## src/rtl/core/sfb_pkg.sv

```systemverilog
package sfb_pkg;

    // coordinate counters and the scan limit
    localparam int COORD_W = 12;
    // image, screen and render dimensions
    localparam int DIM_W = 13;
    // draw origin
    localparam int ORG_W = 12;
    // pixel indices
    localparam int IDX_W = 24;
    // coordinate times dimension (divider dividend)
    localparam int PROD_W = COORD_W + DIM_W;
    // dimension times dimension (index products)
    localparam int PIX_W = 2 * DIM_W;
    // divider step counter
    localparam int DIV_CNT_W = $clog2(DIM_W + 1);

    // configuration port
    localparam int CFG_IDX_W = 3;
    localparam int CFG_DATA_W = DIM_W;

    localparam logic [CFG_IDX_W-1:0] REG_SCREEN_WIDTH   = 3'd0;
    localparam logic [CFG_IDX_W-1:0] REG_SCREEN_HEIGHT  = 3'd1;
    localparam logic [CFG_IDX_W-1:0] REG_IMAGE_WIDTH    = 3'd2;
    localparam logic [CFG_IDX_W-1:0] REG_IMAGE_HEIGHT   = 3'd3;
    localparam logic [CFG_IDX_W-1:0] REG_ORIGIN_X       = 3'd4;
    localparam logic [CFG_IDX_W-1:0] REG_ORIGIN_Y       = 3'd5;
    localparam logic [CFG_IDX_W-1:0] REG_REQUEST_WIDTH  = 3'd6;
    localparam logic [CFG_IDX_W-1:0] REG_REQUEST_HEIGHT = 3'd7;

    localparam logic [DIM_W-1:0] SCREEN_WIDTH_RST  = 13'd640;
    localparam logic [DIM_W-1:0] SCREEN_HEIGHT_RST = 13'd480;

    // clipped size saturates here so the scan counters never wrap
    localparam logic [DIM_W-1:0] COORD_LIMIT = DIM_W'(2 ** COORD_W);

    // controller to datapath
    typedef struct packed {
        logic accept;
        logic eval;
        logic div_start;
        logic sel_y;
        logic capture_qx;
        logic capture_qy;
        logic mul;
        logic emit;
    } sfb_cmd_t;

    // datapath to controller
    typedef struct packed {
        logic pixel;
        logic div_busy;
        logic out_free;
    } sfb_status_t;

endpackage

```

## src/rtl/core/sfb_divider.sv

```systemverilog
module sfb_divider
    import sfb_pkg::*;
(
    input  logic              aclk,
    input  logic              aresetn,
    input  logic              start,
    input  logic [PROD_W-1:0] dividend,
    input  logic [DIM_W-1:0]  divisor,
    output logic              busy,
    output logic [DIM_W-1:0]  quotient
);

    // restoring divider, one quotient bit a cycle; the caller guarantees
    // the quotient fits in DIM_W bits, so the upper dividend bits start
    // out as the partial remainder
    logic [DIM_W-1:0]     rem_reg;
    logic [DIM_W-1:0]     quo_reg;
    logic [DIV_CNT_W-1:0] cnt_reg;
    logic                 busy_reg;
    logic [DIM_W-1:0]     div_reg;

    logic [DIM_W:0]       trial;
    logic                 ge;
    logic [DIM_W:0]       diff;

    always_comb begin
        trial = {rem_reg, quo_reg[DIM_W-1]};
        ge    = trial >= {1'b0, div_reg};
        diff  = trial - {1'b0, div_reg};
    end

    always_ff @(posedge aclk) begin
        if (!aresetn) begin
            busy_reg <= 1'b0;
            cnt_reg  <= '0;
        end else if (start) begin
            busy_reg <= 1'b1;
            cnt_reg  <= DIV_CNT_W'(DIM_W);
        end else if (busy_reg) begin
            cnt_reg  <= cnt_reg - 1'b1;
            busy_reg <= cnt_reg != DIV_CNT_W'(1);
        end
    end

    always_ff @(posedge aclk) begin
        if (start) begin
            rem_reg <= DIM_W'(dividend[PROD_W-1:DIM_W]);
            quo_reg <= dividend[DIM_W-1:0];
            div_reg <= divisor;
        end else if (busy_reg) begin
            rem_reg <= ge ? diff[DIM_W-1:0] : trial[DIM_W-1:0];
            quo_reg <= {quo_reg[DIM_W-2:0], ge};
        end
    end

    assign busy     = busy_reg;
    assign quotient = quo_reg;

endmodule

```

## src/rtl/core/sfb_datapath.sv

```systemverilog
module sfb_datapath
    import sfb_pkg::*;
(
    input  logic                  aclk,
    input  logic                  aresetn,
    input  logic                  cfg_we,
    input  logic [CFG_IDX_W-1:0]  cfg_index,
    input  logic [CFG_DATA_W-1:0] cfg_data,
    input  logic                  s_start_req,
    input  logic                  m_ready,
    input  sfb_cmd_t              cmd,
    output sfb_status_t           status,
    output logic                  m_valid,
    output logic                  m_valid_res,
    output logic                  m_last,
    output logic [IDX_W-1:0]      m_source_index,
    output logic [IDX_W-1:0]      m_dest_index
);

    // configuration
    logic [DIM_W-1:0] screen_width_reg, screen_height_reg;
    logic [DIM_W-1:0] image_width_reg, image_height_reg;
    logic [ORG_W-1:0] origin_x_reg, origin_y_reg;
    logic [DIM_W-1:0] request_width_reg, request_height_reg;

    // scan state
    logic               start_reg;
    logic               drawing_reg;
    logic [COORD_W-1:0] scan_col_reg, scan_row_reg;
    logic               pix_reg, last_reg;

    // per-pixel arithmetic
    logic [DIM_W-1:0] qx_reg, qy_reg, sx_reg, dst_off_reg;
    logic [PIX_W-1:0] src_prod_reg, dst_prod_reg;

    // result beat
    logic             m_valid_reg, m_valid_res_reg, m_last_reg;
    logic [IDX_W-1:0] m_source_index_reg, m_dest_index_reg;

    // geometry
    logic             ok;
    logic [DIM_W-1:0] rw, rh, w_clip, h_clip, dw, dh;
    logic [DIM_W:0]   x_end, y_end;

    // next position
    logic [DIM_W-1:0] col_inc, col_n, row_n, col_sel, row_sel;
    logic             wraps, off_end, pix, pix_last;

    // divider
    logic [PROD_W-1:0] div_dividend;
    logic [DIM_W-1:0]  div_divisor, div_quotient;
    logic              div_busy;

    // index arithmetic
    logic [DIM_W-1:0] sy, dst_row;

    always_comb begin
        ok = (image_width_reg != '0) && (image_height_reg != '0) &&
             (DIM_W'(origin_x_reg) < screen_width_reg) &&
             (DIM_W'(origin_y_reg) < screen_height_reg);
        rw = (request_width_reg != '0) ? request_width_reg : image_width_reg;
        rh = (request_height_reg != '0) ? request_height_reg : image_height_reg;
        x_end = (DIM_W+1)'(origin_x_reg) + (DIM_W+1)'(rw);
        y_end = (DIM_W+1)'(origin_y_reg) + (DIM_W+1)'(rh);
        w_clip = (x_end > {1'b0, screen_width_reg}) ?
                 screen_width_reg - DIM_W'(origin_x_reg) : rw;
        h_clip = (y_end > {1'b0, screen_height_reg}) ?
                 screen_height_reg - DIM_W'(origin_y_reg) : rh;
        dw = (w_clip > COORD_LIMIT) ? COORD_LIMIT : w_clip;
        dh = (h_clip > COORD_LIMIT) ? COORD_LIMIT : h_clip;
    end

    always_comb begin
        col_inc = DIM_W'(scan_col_reg) + 1'b1;
        wraps   = col_inc >= dw;
        col_n   = wraps ? '0 : col_inc;
        row_n   = wraps ? DIM_W'(scan_row_reg) + 1'b1 : DIM_W'(scan_row_reg);
        off_end = row_n >= dh;
        col_sel = start_reg ? '0 : col_n;
        row_sel = start_reg ? '0 : row_n;
        pix     = start_reg ? ok : (drawing_reg && ok && !off_end);
        pix_last = (col_sel == dw - 1'b1) && (row_sel == dh - 1'b1);
    end

    always_ff @(posedge aclk) begin
        if (!aresetn) begin
            screen_width_reg   <= SCREEN_WIDTH_RST;
            screen_height_reg  <= SCREEN_HEIGHT_RST;
            image_width_reg    <= '0;
            image_height_reg   <= '0;
            origin_x_reg       <= '0;
            origin_y_reg       <= '0;
            request_width_reg  <= '0;
            request_height_reg <= '0;
        end else if (cfg_we) begin
            case (cfg_index)
                REG_SCREEN_WIDTH:   screen_width_reg   <= cfg_data;
                REG_SCREEN_HEIGHT:  screen_height_reg  <= cfg_data;
                REG_IMAGE_WIDTH:    image_width_reg    <= cfg_data;
                REG_IMAGE_HEIGHT:   image_height_reg   <= cfg_data;
                REG_ORIGIN_X:       origin_x_reg       <= cfg_data[ORG_W-1:0];
                REG_ORIGIN_Y:       origin_y_reg       <= cfg_data[ORG_W-1:0];
                REG_REQUEST_WIDTH:  request_width_reg  <= cfg_data;
                REG_REQUEST_HEIGHT: request_height_reg <= cfg_data;
                default: ;
            endcase
        end
    end

    // scan state update
    always_ff @(posedge aclk) begin
        if (!aresetn) begin
            drawing_reg  <= 1'b0;
            scan_col_reg <= '0;
            scan_row_reg <= '0;
            pix_reg      <= 1'b0;
            last_reg     <= 1'b0;
            start_reg    <= 1'b0;
        end else begin
            if (cmd.accept) begin
                start_reg <= s_start_req;
            end
            if (cmd.eval) begin
                pix_reg <= pix;
                if (pix) begin
                    scan_col_reg <= col_sel[COORD_W-1:0];
                    scan_row_reg <= row_sel[COORD_W-1:0];
                    last_reg     <= pix_last;
                    drawing_reg  <= !pix_last;
                end else begin
                    // reject or abort ends the draw; idle advance leaves it idle
                    last_reg    <= start_reg || drawing_reg;
                    drawing_reg <= 1'b0;
                end
            end
        end
    end

    // the column or the row product, chosen by sel_y, feeds the shared divider
    always_comb begin
        div_dividend = cmd.sel_y ?
                       PROD_W'(scan_row_reg) * PROD_W'(image_height_reg) :
                       PROD_W'(scan_col_reg) * PROD_W'(image_width_reg);
        div_divisor  = cmd.sel_y ? rh : rw;
    end

    sfb_divider u_divider (
        .aclk     (aclk),
        .aresetn  (aresetn),
        .start    (cmd.div_start),
        .dividend (div_dividend),
        .divisor  (div_divisor),
        .busy     (div_busy),
        .quotient (div_quotient)
    );

    always_comb begin
        sy      = image_height_reg - 1'b1 - qy_reg;
        dst_row = DIM_W'(origin_y_reg) + DIM_W'(scan_row_reg);
    end

    always_ff @(posedge aclk) begin
        if (cmd.capture_qx) begin
            qx_reg <= div_quotient;
        end
        if (cmd.capture_qy) begin
            qy_reg <= div_quotient;
        end
        if (cmd.mul) begin
            sx_reg       <= image_width_reg - 1'b1 - qx_reg;
            src_prod_reg <= PIX_W'(sy) * PIX_W'(image_width_reg);
            dst_prod_reg <= PIX_W'(dst_row) * PIX_W'(screen_width_reg);
            dst_off_reg  <= DIM_W'(origin_x_reg) + DIM_W'(scan_col_reg);
        end
    end

    // output register
    always_ff @(posedge aclk) begin
        if (!aresetn) begin
            m_valid_reg <= 1'b0;
        end else if (cmd.emit) begin
            m_valid_reg <= 1'b1;
        end else if (m_ready) begin
            m_valid_reg <= 1'b0;
        end
    end

    always_ff @(posedge aclk) begin
        if (cmd.emit) begin
            m_valid_res_reg <= pix_reg;
            m_last_reg      <= last_reg;
            if (pix_reg) begin
                m_source_index_reg <= src_prod_reg[IDX_W-1:0] + IDX_W'(sx_reg);
                m_dest_index_reg   <= dst_prod_reg[IDX_W-1:0] + IDX_W'(dst_off_reg);
            end else begin
                m_source_index_reg <= '0;
                m_dest_index_reg   <= '0;
            end
        end
    end

    assign status.pixel    = pix;
    assign status.div_busy = div_busy;
    assign status.out_free = !m_valid_reg || m_ready;

    assign m_valid        = m_valid_reg;
    assign m_valid_res    = m_valid_res_reg;
    assign m_last         = m_last_reg;
    assign m_source_index = m_source_index_reg;
    assign m_dest_index   = m_dest_index_reg;

endmodule

```

## src/rtl/core/sfb_ctrl.sv

```systemverilog
module sfb_ctrl
    import sfb_pkg::*;
(
    input  logic        aclk,
    input  logic        aresetn,
    input  logic        s_valid,
    output logic        s_ready,
    input  sfb_status_t status,
    output sfb_cmd_t    cmd
);

    localparam logic [2:0] ST_IDLE  = 3'd0;
    localparam logic [2:0] ST_EVAL  = 3'd1;
    localparam logic [2:0] ST_PRODX = 3'd2;
    localparam logic [2:0] ST_DIVX  = 3'd3;
    localparam logic [2:0] ST_PRODY = 3'd4;
    localparam logic [2:0] ST_DIVY  = 3'd5;
    localparam logic [2:0] ST_MUL   = 3'd6;
    localparam logic [2:0] ST_EMIT  = 3'd7;

    logic [2:0] state_reg, state_next;

    always_comb begin
        state_next = state_reg;
        cmd        = '0;
        s_ready    = 1'b0;
        case (state_reg)
            ST_IDLE: begin
                s_ready    = 1'b1;
                cmd.accept = s_valid;
                if (s_valid) begin
                    state_next = ST_EVAL;
                end
            end
            ST_EVAL: begin
                cmd.eval   = 1'b1;
                state_next = status.pixel ? ST_PRODX : ST_EMIT;
            end
            ST_PRODX: begin
                cmd.div_start = 1'b1;
                state_next    = ST_DIVX;
            end
            ST_DIVX: begin
                if (!status.div_busy) begin
                    cmd.capture_qx = 1'b1;
                    state_next     = ST_PRODY;
                end
            end
            ST_PRODY: begin
                cmd.div_start = 1'b1;
                cmd.sel_y     = 1'b1;
                state_next    = ST_DIVY;
            end
            ST_DIVY: begin
                if (!status.div_busy) begin
                    cmd.capture_qy = 1'b1;
                    state_next     = ST_MUL;
                end
            end
            ST_MUL: begin
                cmd.mul    = 1'b1;
                state_next = ST_EMIT;
            end
            ST_EMIT: begin
                if (status.out_free) begin
                    cmd.emit   = 1'b1;
                    state_next = ST_IDLE;
                end
            end
            default: begin
                state_next = ST_IDLE;
            end
        endcase
    end

    always_ff @(posedge aclk) begin
        if (!aresetn) begin
            state_reg <= ST_IDLE;
        end else begin
            state_reg <= state_next;
        end
    end

endmodule

```

## src/rtl/core/scaled_flipped_blit_address_gen.sv

```systemverilog
// nearest-neighbor scaled blit address generator. each input beat is a tick:
// start_req=1 restarts the scan at the top-left pixel of the screen-clipped
// rectangle, start_req=0 advances one pixel along the row-major scan. every
// tick returns exactly one result beat: a source/destination index pair for
// the pixel (valid_res=1), with last=1 on the final pixel, or a beat with
// valid_res=0 and zero indices when the draw is rejected or aborts (last=1)
// or when the block is ticked while idle (last=0). the source is mirrored in
// both axes. geometry comes from the configuration registers, which may be
// written only while no tick is in flight. one tick is in flight at a time:
// a pixel tick uses the shared one-bit-per-cycle divider to scale the column
// and then the row, then the index multiply; a tick that yields no pixel goes
// from evaluation straight to its result beat. the next tick is accepted while
// an earlier result beat still waits in the output register.
module scaled_flipped_blit_address_gen
    import sfb_pkg::*;
(
    input  logic                  aclk,
    input  logic                  aresetn,

    // configuration write port
    input  logic                  cfg_we,
    input  logic [CFG_IDX_W-1:0]  cfg_index,
    input  logic [CFG_DATA_W-1:0] cfg_data,

    // tick input
    input  logic                  s_valid,
    output logic                  s_ready,
    input  logic                  s_start_req,

    // address pair output
    output logic                  m_valid,
    input  logic                  m_ready,
    output logic                  m_valid_res,
    output logic                  m_last,
    output logic [IDX_W-1:0]      m_source_index,
    output logic [IDX_W-1:0]      m_dest_index
);

    sfb_cmd_t    cmd;
    sfb_status_t status;

    // sequencer: accept, evaluate geometry, two divides, index multiply, emit
    sfb_ctrl u_ctrl (
        .aclk    (aclk),
        .aresetn (aresetn),
        .s_valid (s_valid),
        .s_ready (s_ready),
        .status  (status),
        .cmd     (cmd)
    );

    // config registers, scan counters, divider, index math, output register
    sfb_datapath u_datapath (
        .aclk           (aclk),
        .aresetn        (aresetn),
        .cfg_we         (cfg_we),
        .cfg_index      (cfg_index),
        .cfg_data       (cfg_data),
        .s_start_req    (s_start_req),
        .m_ready        (m_ready),
        .cmd            (cmd),
        .status         (status),
        .m_valid        (m_valid),
        .m_valid_res    (m_valid_res),
        .m_last         (m_last),
        .m_source_index (m_source_index),
        .m_dest_index   (m_dest_index)
    );

    // a beat that names no pixel carries zero indices
    a_zero_idx_on_no_pixel: assert property (
        @(posedge aclk) disable iff (!aresetn)
        (m_valid && !m_valid_res) |-> (m_source_index == '0 && m_dest_index == '0)
    ) else $error("non-pixel beat with nonzero index");

    // only one tick in flight: accept closes the input until the result is queued
    a_one_in_flight: assert property (
        @(posedge aclk) disable iff (!aresetn)
        (s_valid && s_ready) |=> !s_ready
    ) else $error("input accepted twice back to back");

    // the divider is never restarted while it is still iterating
    a_div_not_restarted: assert property (
        @(posedge aclk) disable iff (!aresetn)
        cmd.div_start |-> !status.div_busy
    ) else $error("divider started while busy");

    // a result is queued only into a free output register
    a_emit_into_free_slot: assert property (
        @(posedge aclk) disable iff (!aresetn)
        cmd.emit |-> (!m_valid || m_ready)
    ) else $error("result overwrote a pending beat");

endmodule

```

## config.mk

```make
export PLATFORM = sky130hd
export DESIGN_NAME = scaled_flipped_blit_address_gen
export DESIGN_NICKNAME = d
export VERILOG_FILES = /design/src/rtl/core/sfb_pkg.sv /design/src/rtl/core/sfb_divider.sv /design/src/rtl/core/sfb_datapath.sv /design/src/rtl/core/sfb_ctrl.sv /design/src/rtl/core/scaled_flipped_blit_address_gen.sv
export SDC_FILE = /design/constraint.sdc
export NUM_CORES = 2
export LEC_CHECK = 0
export ABC_CLOCK_PERIOD_IN_PS = 15400
export BUFFER_PORTS_ARGS = -buffer_cell sky130_fd_sc_hd__buf_2
export CORE_UTILIZATION = 66
export DETAILED_ROUTE_END_ITERATION = 16
export HOLD_SLACK_MARGIN = 0.1
export PLACE_DENSITY_LB_ADDON = 0.15
export SYNTH_ARGS = -nofsm -noshare
export SYNTH_HDL_FRONTEND = slang
export SYNTH_SLANG_ARGS = --single-unit
```

## constraint.sdc

```tcl
create_clock -name aclk -period 15.4 [get_ports aclk]
set_clock_uncertainty 0.15 [all_clocks]
set_input_delay 4.62 -clock aclk [delete_from_list [all_inputs] [get_ports aclk]]
set_output_delay 4.62 -clock aclk [all_outputs]
set_load 0.03 [all_outputs]
```

Word level (Yosys, flattened, before mapping). Cells that the tools add are included.

Flip-flop bits (word level): 328. Input port bits: 22.

Add/sub/neg operators: 18. Multiply operators: 4. Magnitude comparators: 9. Equal/unequal tests: 21. Multiplexer cells: 43. Bitwise gates (word level): 1. Reduce and logical (&&, ||, !) cells: 31.

Operators by type and width (number): $mux 13 (14); $reduce_bool 13->1 (4); $sub 13x1->13 const B (4); $mul 12x13->25 (2); $add 24x13->24 (2); $mul 13x13->24 (2); $sub 13x13->13 (3); $add 12x13->14 (2); $gt 14x13->1 (2); $add 12x1->13 const B (2); $add 12x12->13 (2); $eq 13x13->1 (2); $ge 13x13->1 (2); $gt 13x13->1 const B (2); $lt 12x13->1 (2); $sub 13x12->13 (2); $mux 25 (1); $eq 3x3->1 const B (8); $mux 12 (2); $pmux 3 s8 (1); $mux 1 (18); $reduce_and 2->1 (9); $mux 3 (5); $ge 14x13->1 (1); 14 further kinds (33).

Logic depth before layout (Yosys ltp).
Depth in word-level cells: 15. Mapped depth: 57. Depth with buffers taken out: 52.

Cells and area by module. A second synthesis with hierarchy kept.

Cell total of the unflattened synthesis: 4914. Area, all modules: 42973.7 µm².

Modules (own cells, without submodules): sfb_datapath (times used 1, cells each 4655, area an instance 40141.0 µm², sequential area each 7126.8 µm²); sfb_divider (times used 1, cells each 225, area an instance 2536.2 µm², sequential area each 1261.2 µm²); sfb_ctrl (times used 1, cells each 34, area an instance 296.5 µm², sequential area each 60.1 µm²).

Worst setup path before layout. OpenSTA, ideal clock, no wires.

Path kind: register -> register. From: register u_datapath.request_width_reg[6]. To: register u_datapath.scan_col_reg[2]. Setup time: 0.117 ns. Arrival: 10.398 ns. Data required time: 15.133 ns. Setup slack: 4.735 ns. Cell stages (with the launch flop): 54. Clock period less this slack: 10.665 ns. Cell sequence: dfxtp_1 -> or4_1 -> clkbuf_1 -> nor4_4 -> buf_2 -> a21oi_1 -> inv_1 -> ha_1 -> inv_1 -> fa_1 -> nor2b_1 -> o21ai_0 -> a21boi_0 -> o21ai_0 -> a21boi_0 -> o21ai_0 -> nand2b_1 -> a21oi_1 -> [... 18 more ...] -> nand2_1 -> mux2i_1 -> inv_1 -> ha_1 -> nor2b_1 -> o21a_1 -> o21a_1 -> o21ai_0 -> a21oi_1 -> o31a_1 -> o21ai_0 -> a21boi_0 -> o21ai_0 -> a31oi_1 -> nor3_1 -> clkbuf_1 -> o21ai_0 -> a32o_1.

Cells in the longest elaborated chain, start to end: 14. Elaborated cells between the ends (all ways): 16. Those cells by class: add/sub: 1; order compare: 4; mux: 7; reduce/logical: 4.

Ends and longest elaborated chain: start: declaration (RTL line sfb_datapath.sv:24) `logic [DIM_W-1:0] request_width_reg, request_height_reg;`; start signal: assignment (RTL line sfb_datapath.sv:103) `REG_REQUEST_WIDTH: request_width_reg <= cfg_data;`; $reduce_bool 13->1 (RTL line sfb_datapath.sv:61) `rw = (request_width_reg != '0) ? request_width_reg : image_width_reg;`; $mux 13 * (RTL line sfb_datapath.sv:61); $add 12x13->14 (RTL line sfb_datapath.sv:63) `x_end = (DIM_W+1)'(origin_x_reg) + (DIM_W+1)'(rw);`; $gt 14x13->1 (RTL line sfb_datapath.sv:65) `w_clip = (x_end > {1'b0, screen_width_reg}) ?`; $mux 13 * (RTL line sfb_datapath.sv:65); $gt 13x13->1 (RTL line sfb_datapath.sv:69) `dw = (w_clip > COORD_LIMIT) ? COORD_LIMIT : w_clip;`; $mux 13 * (RTL line sfb_datapath.sv:69); $ge 13x13->1 * (RTL line sfb_datapath.sv:75) `wraps = col_inc >= dw;`; $mux 13 (RTL line sfb_datapath.sv:77) `row_n = wraps ? DIM_W'(scan_row_reg) + 1'b1 : DIM_W'(scan_row_reg);`; $ge 13x13->1 (RTL line sfb_datapath.sv:78) `off_end = row_n >= dh;`; $logic_not 1->1 (RTL line sfb_datapath.sv:81) `pix = start_reg ? ok : (drawing_reg && ok && !off_end);`; $logic_and 1x1->1 (RTL line sfb_datapath.sv:81); $mux 1 (RTL line sfb_datapath.sv:81); $reduce_and 2->1 (no line); end signal: assignment (RTL line sfb_datapath.sv:126) `scan_col_reg <= col_sel[COORD_W-1:0];`; end: declaration (RTL line sfb_datapath.sv:29) `logic [COORD_W-1:0] scan_col_reg, scan_row_reg;`.

Mark *: on every way between the ends. The rest lies on a longest branch, timed or not. A chain may end at the register's enable or synchronous reset.

Worst setup path in the final report.
From: register u_datapath.request_width_reg[7]. To: register u_datapath.scan_col_reg[5].

The elaborated chain is that of the path after synthesis.

==> results.md <==
- Least-Margin Pin Slew: 1.18 ns
- Crit-path max FO: 26
- Post-CTS Setup Inserts: 0
- Gr ovfl total: 0
- CP peak stage delay: 0.81 ns
- Die Y-Extent: 256 um
- PostCTS Resize Cnt: 0
- Pre-Repair DR Iteration Count: 9
- First-pass GRT wire length: around 190000 um
- Effective utilization at floorplan: about two thirds
- Synthesized netlist net count: 5864
- Clock buffer depth: 3
- Top FF cell, synth: edfxtp_1
- H-Tree Depth: 2
- Critical Path RT: 15.72 ns
- Site Rows: 92
- Wirelength per Cell: around 21 um
- DR vias/cell: 6.01
- Largest net degree at the start of global routing: 75
- Core box area: about 0.063 mm^2
- Post-synth top cells: 758 x nand2_1, 727 x inv_1, 471 x fa_1
- Mapped Cells: 4928
- Antenna viol nets, final: 0
- Pins Over Slew Limit: 0
- Synth area leaders: fa_1 22%, edfxtp_1 13%, ha_1 13%, nand2_1 6.7%, dfxtp_1 6.6%
- Period utilization: 85.7%
- Crit path kind: reg2reg
- DRC: 0
- Count leader, synth: nand2_1
- Worst-skew pair later-pin latency: 0.59 ns
- IO buf count: 73
- DP Wirelength: 93300 um
- Final WS setup: 2.21 ns
- Final setup fails: 0
- Nets: a little under 6000
- Num ports: 74
- Initial DRC Count: 2980
- Fmax: 75.8 MHz
- Worst slack, placed: 2.39 ns
- Synth Cell Area: 0.0426 mm^2
- Critical Path End Type: flop
- # diodes: 0
- YS warnings: 0
- Yosys top cell area share: between 20% and 30%
- Status: finished clean
- Hold Crit Class: reg2reg
- Sequential-to-total area share from yosys stat: 19.8%
- Placed Instances: 5696
- Crit path launch type: flop
- GP Congestion: around 1.0
- #FFs+latches synth: 328
- Unrepaired setup endpoints after global routing: false
- Die ar.: 0.0655 mm^2
- Peak supply drop: 0.104 mV
- Slowest CP cell: nor4_4
- Fin. Hold Viols: 0
- Max-cap check violation count: 0
- Routed WL: 120000 um
- Crit path DAT: 13.51 ns
- Overall routing resource usage: 37.1%
- Synth cell types: 96
- Vias in the first global route: 34500
- Period minus WS final: 13.19 ns
- Area Overhead vs Synth: 5.85%
- Async set-reset flop share out of synthesis: 0%
- Clock transition at path regs: 0.07 ns
- Layout cell share with drive strength beyond 1: 5.61%
- CTS tree: yes
- EDFF count, synth: 188
- Core Util, Final: 71.1%
- P_leak: about 21 nW
- P per Cell Area: 67.9 mW/mm^2
- Total CTS buffers: 39
- Synth Area per Inst: 8.64 um^2
- Clock sinks: 328
- Slew Limit Headroom: a little over a fifth
- Design Power: between 0.003 and 0.004 W
- Fillers: ~5000
- Critical path's most frequent cell: o21ai_0
- Cts hold-fix bufs: 0
- Initial antenna violation count: 1
- Non-Filler Instances: 5766
- Die width: 256 um
- Area leader, netlist: fa_1
- Via Count: 34700
- CTS root buffer: clkbuf_16
- Post-Route Setup TNS: 0 ns
-- metrics by stage --
stage,instance area (um^2),hold slack (ns)
2_1_floorplan,42600,0.259
3_3_place_gp,43700,0.293
3_5_place_dp,43700,0.283
4_1_cts,45100,0.311
5_1_grt,45100,0.320
6_report,45100,0.317
-- metal layers --
| metal | vias up | part of all wire [%] | GRT usage (%) |
|---|---|---|---|
| li1 | 16000 | - | - |
| met3 | 273 | 8.4 | 5.79 |
| met4 | 2 | 3.7 | 13.2 |
| met1 | 16900 | 41 | 49.3 |
| met2 | 1484 | 47 | 61.6 |
| met5 | - | 0.010 | 0 |
-- cell type report --
class	instances	area, um^2	area share, %
Sequential cell	328	8450	18.7
Tap cell	846	1060	2.35
Timing Repair Buffer	156	988	2.19
Inverter	731	2750	6.09
Clock buffer	50	1030	2.28
Clock inverter	20	315	0.700
Multi-Input combinational cell	3635	30500	67.6
-- worst paths after layout --
path                                                start                                       to  cells past startpoint  slack, ns
max          u_datapath.request_width_reg[7]$_SDFFE_PN0P_  u_datapath.scan_col_reg[5]$_SDFFE_PN0P_                     51       2.21
min                      u_datapath.last_reg$_SDFFE_PN0P_              u_datapath.m_last$_DFFE_PP_                      0       0.32
max reg2reg  u_datapath.request_width_reg[7]$_SDFFE_PN0P_  u_datapath.scan_col_reg[5]$_SDFFE_PN0P_                     51       2.21
min reg2reg              u_datapath.last_reg$_SDFFE_PN0P_              u_datapath.m_last$_DFFE_PP_                      0       0.32
-- power by group --
group          leakage, nW  internal [W]  switching [W]
registers             2.87       0.00104      0.0000650
clock network        0.645      0.000594       0.000408
logic                 17.2      0.000354       0.000601
total                 20.7       0.00198        0.00107
-- critical path: cells and delay by family (launching register included) --
family | cells | cell delay, ns
adder cells (fa/ha/maj) | 5 | 1.47
XOR/XNOR | 1 | 0.13
AND/OR/NAND/NOR | 13 | 4.44
flip-flops | 1 | 0.34
buffers and inverters | 6 | 1.05
AO/OA/AOI/OAI | 25 | 5.06
multiplexers | 1 | 0.41
-- cells by family after synthesis --
group                    count (synthesis)  synth area share [%]
AND/OR/NAND/NOR                       1661                  18.7
buffers and inverters                  965                  8.64
adder cells (fa/ha/maj)                914                  35.2
AO/OA/AOI/OAI                          776                  11.6
flip-flops                             328                  19.8
XOR/XNOR                               233                  4.82
multiplexers                            51                  1.23
-- placed cells by master (no fill, tap or decap), types with 11 or more instances in the layout --
cell type	Yosys	routed
a211oi_1	21	20
a21boi_0	29	29
a21o_1	44	44
a21oi_1	295	295
a31oi_1	23	23
and2_1	254	253
and3_1	30	30
buf_2	9	73
buf_4	4	83
clkbuf_16	0	39
dfxtp_1	140	140
edfxtp_1	188	188
fa_1	471	471
ha_1	443	443
inv_1	727	727
mux2i_1	41	41
nand2_1	758	758
nand2b_1	43	43
nand3_1	72	72
nand4_1	30	30
nor2_1	210	208
nor2b_1	60	60
nor3_1	65	63
nor3b_1	25	24
nor4_1	18	18
o211ai_1	28	28
o21a_1	32	32
o21ai_0	142	142
o21bai_1	31	31
o22ai_1	11	11
or2_2	15	15
or3_1	28	28
or4_1	15	15
xnor2_1	170	170
xor2_1	62	62
Note: power is estimated with default switching activity, not from simulation.
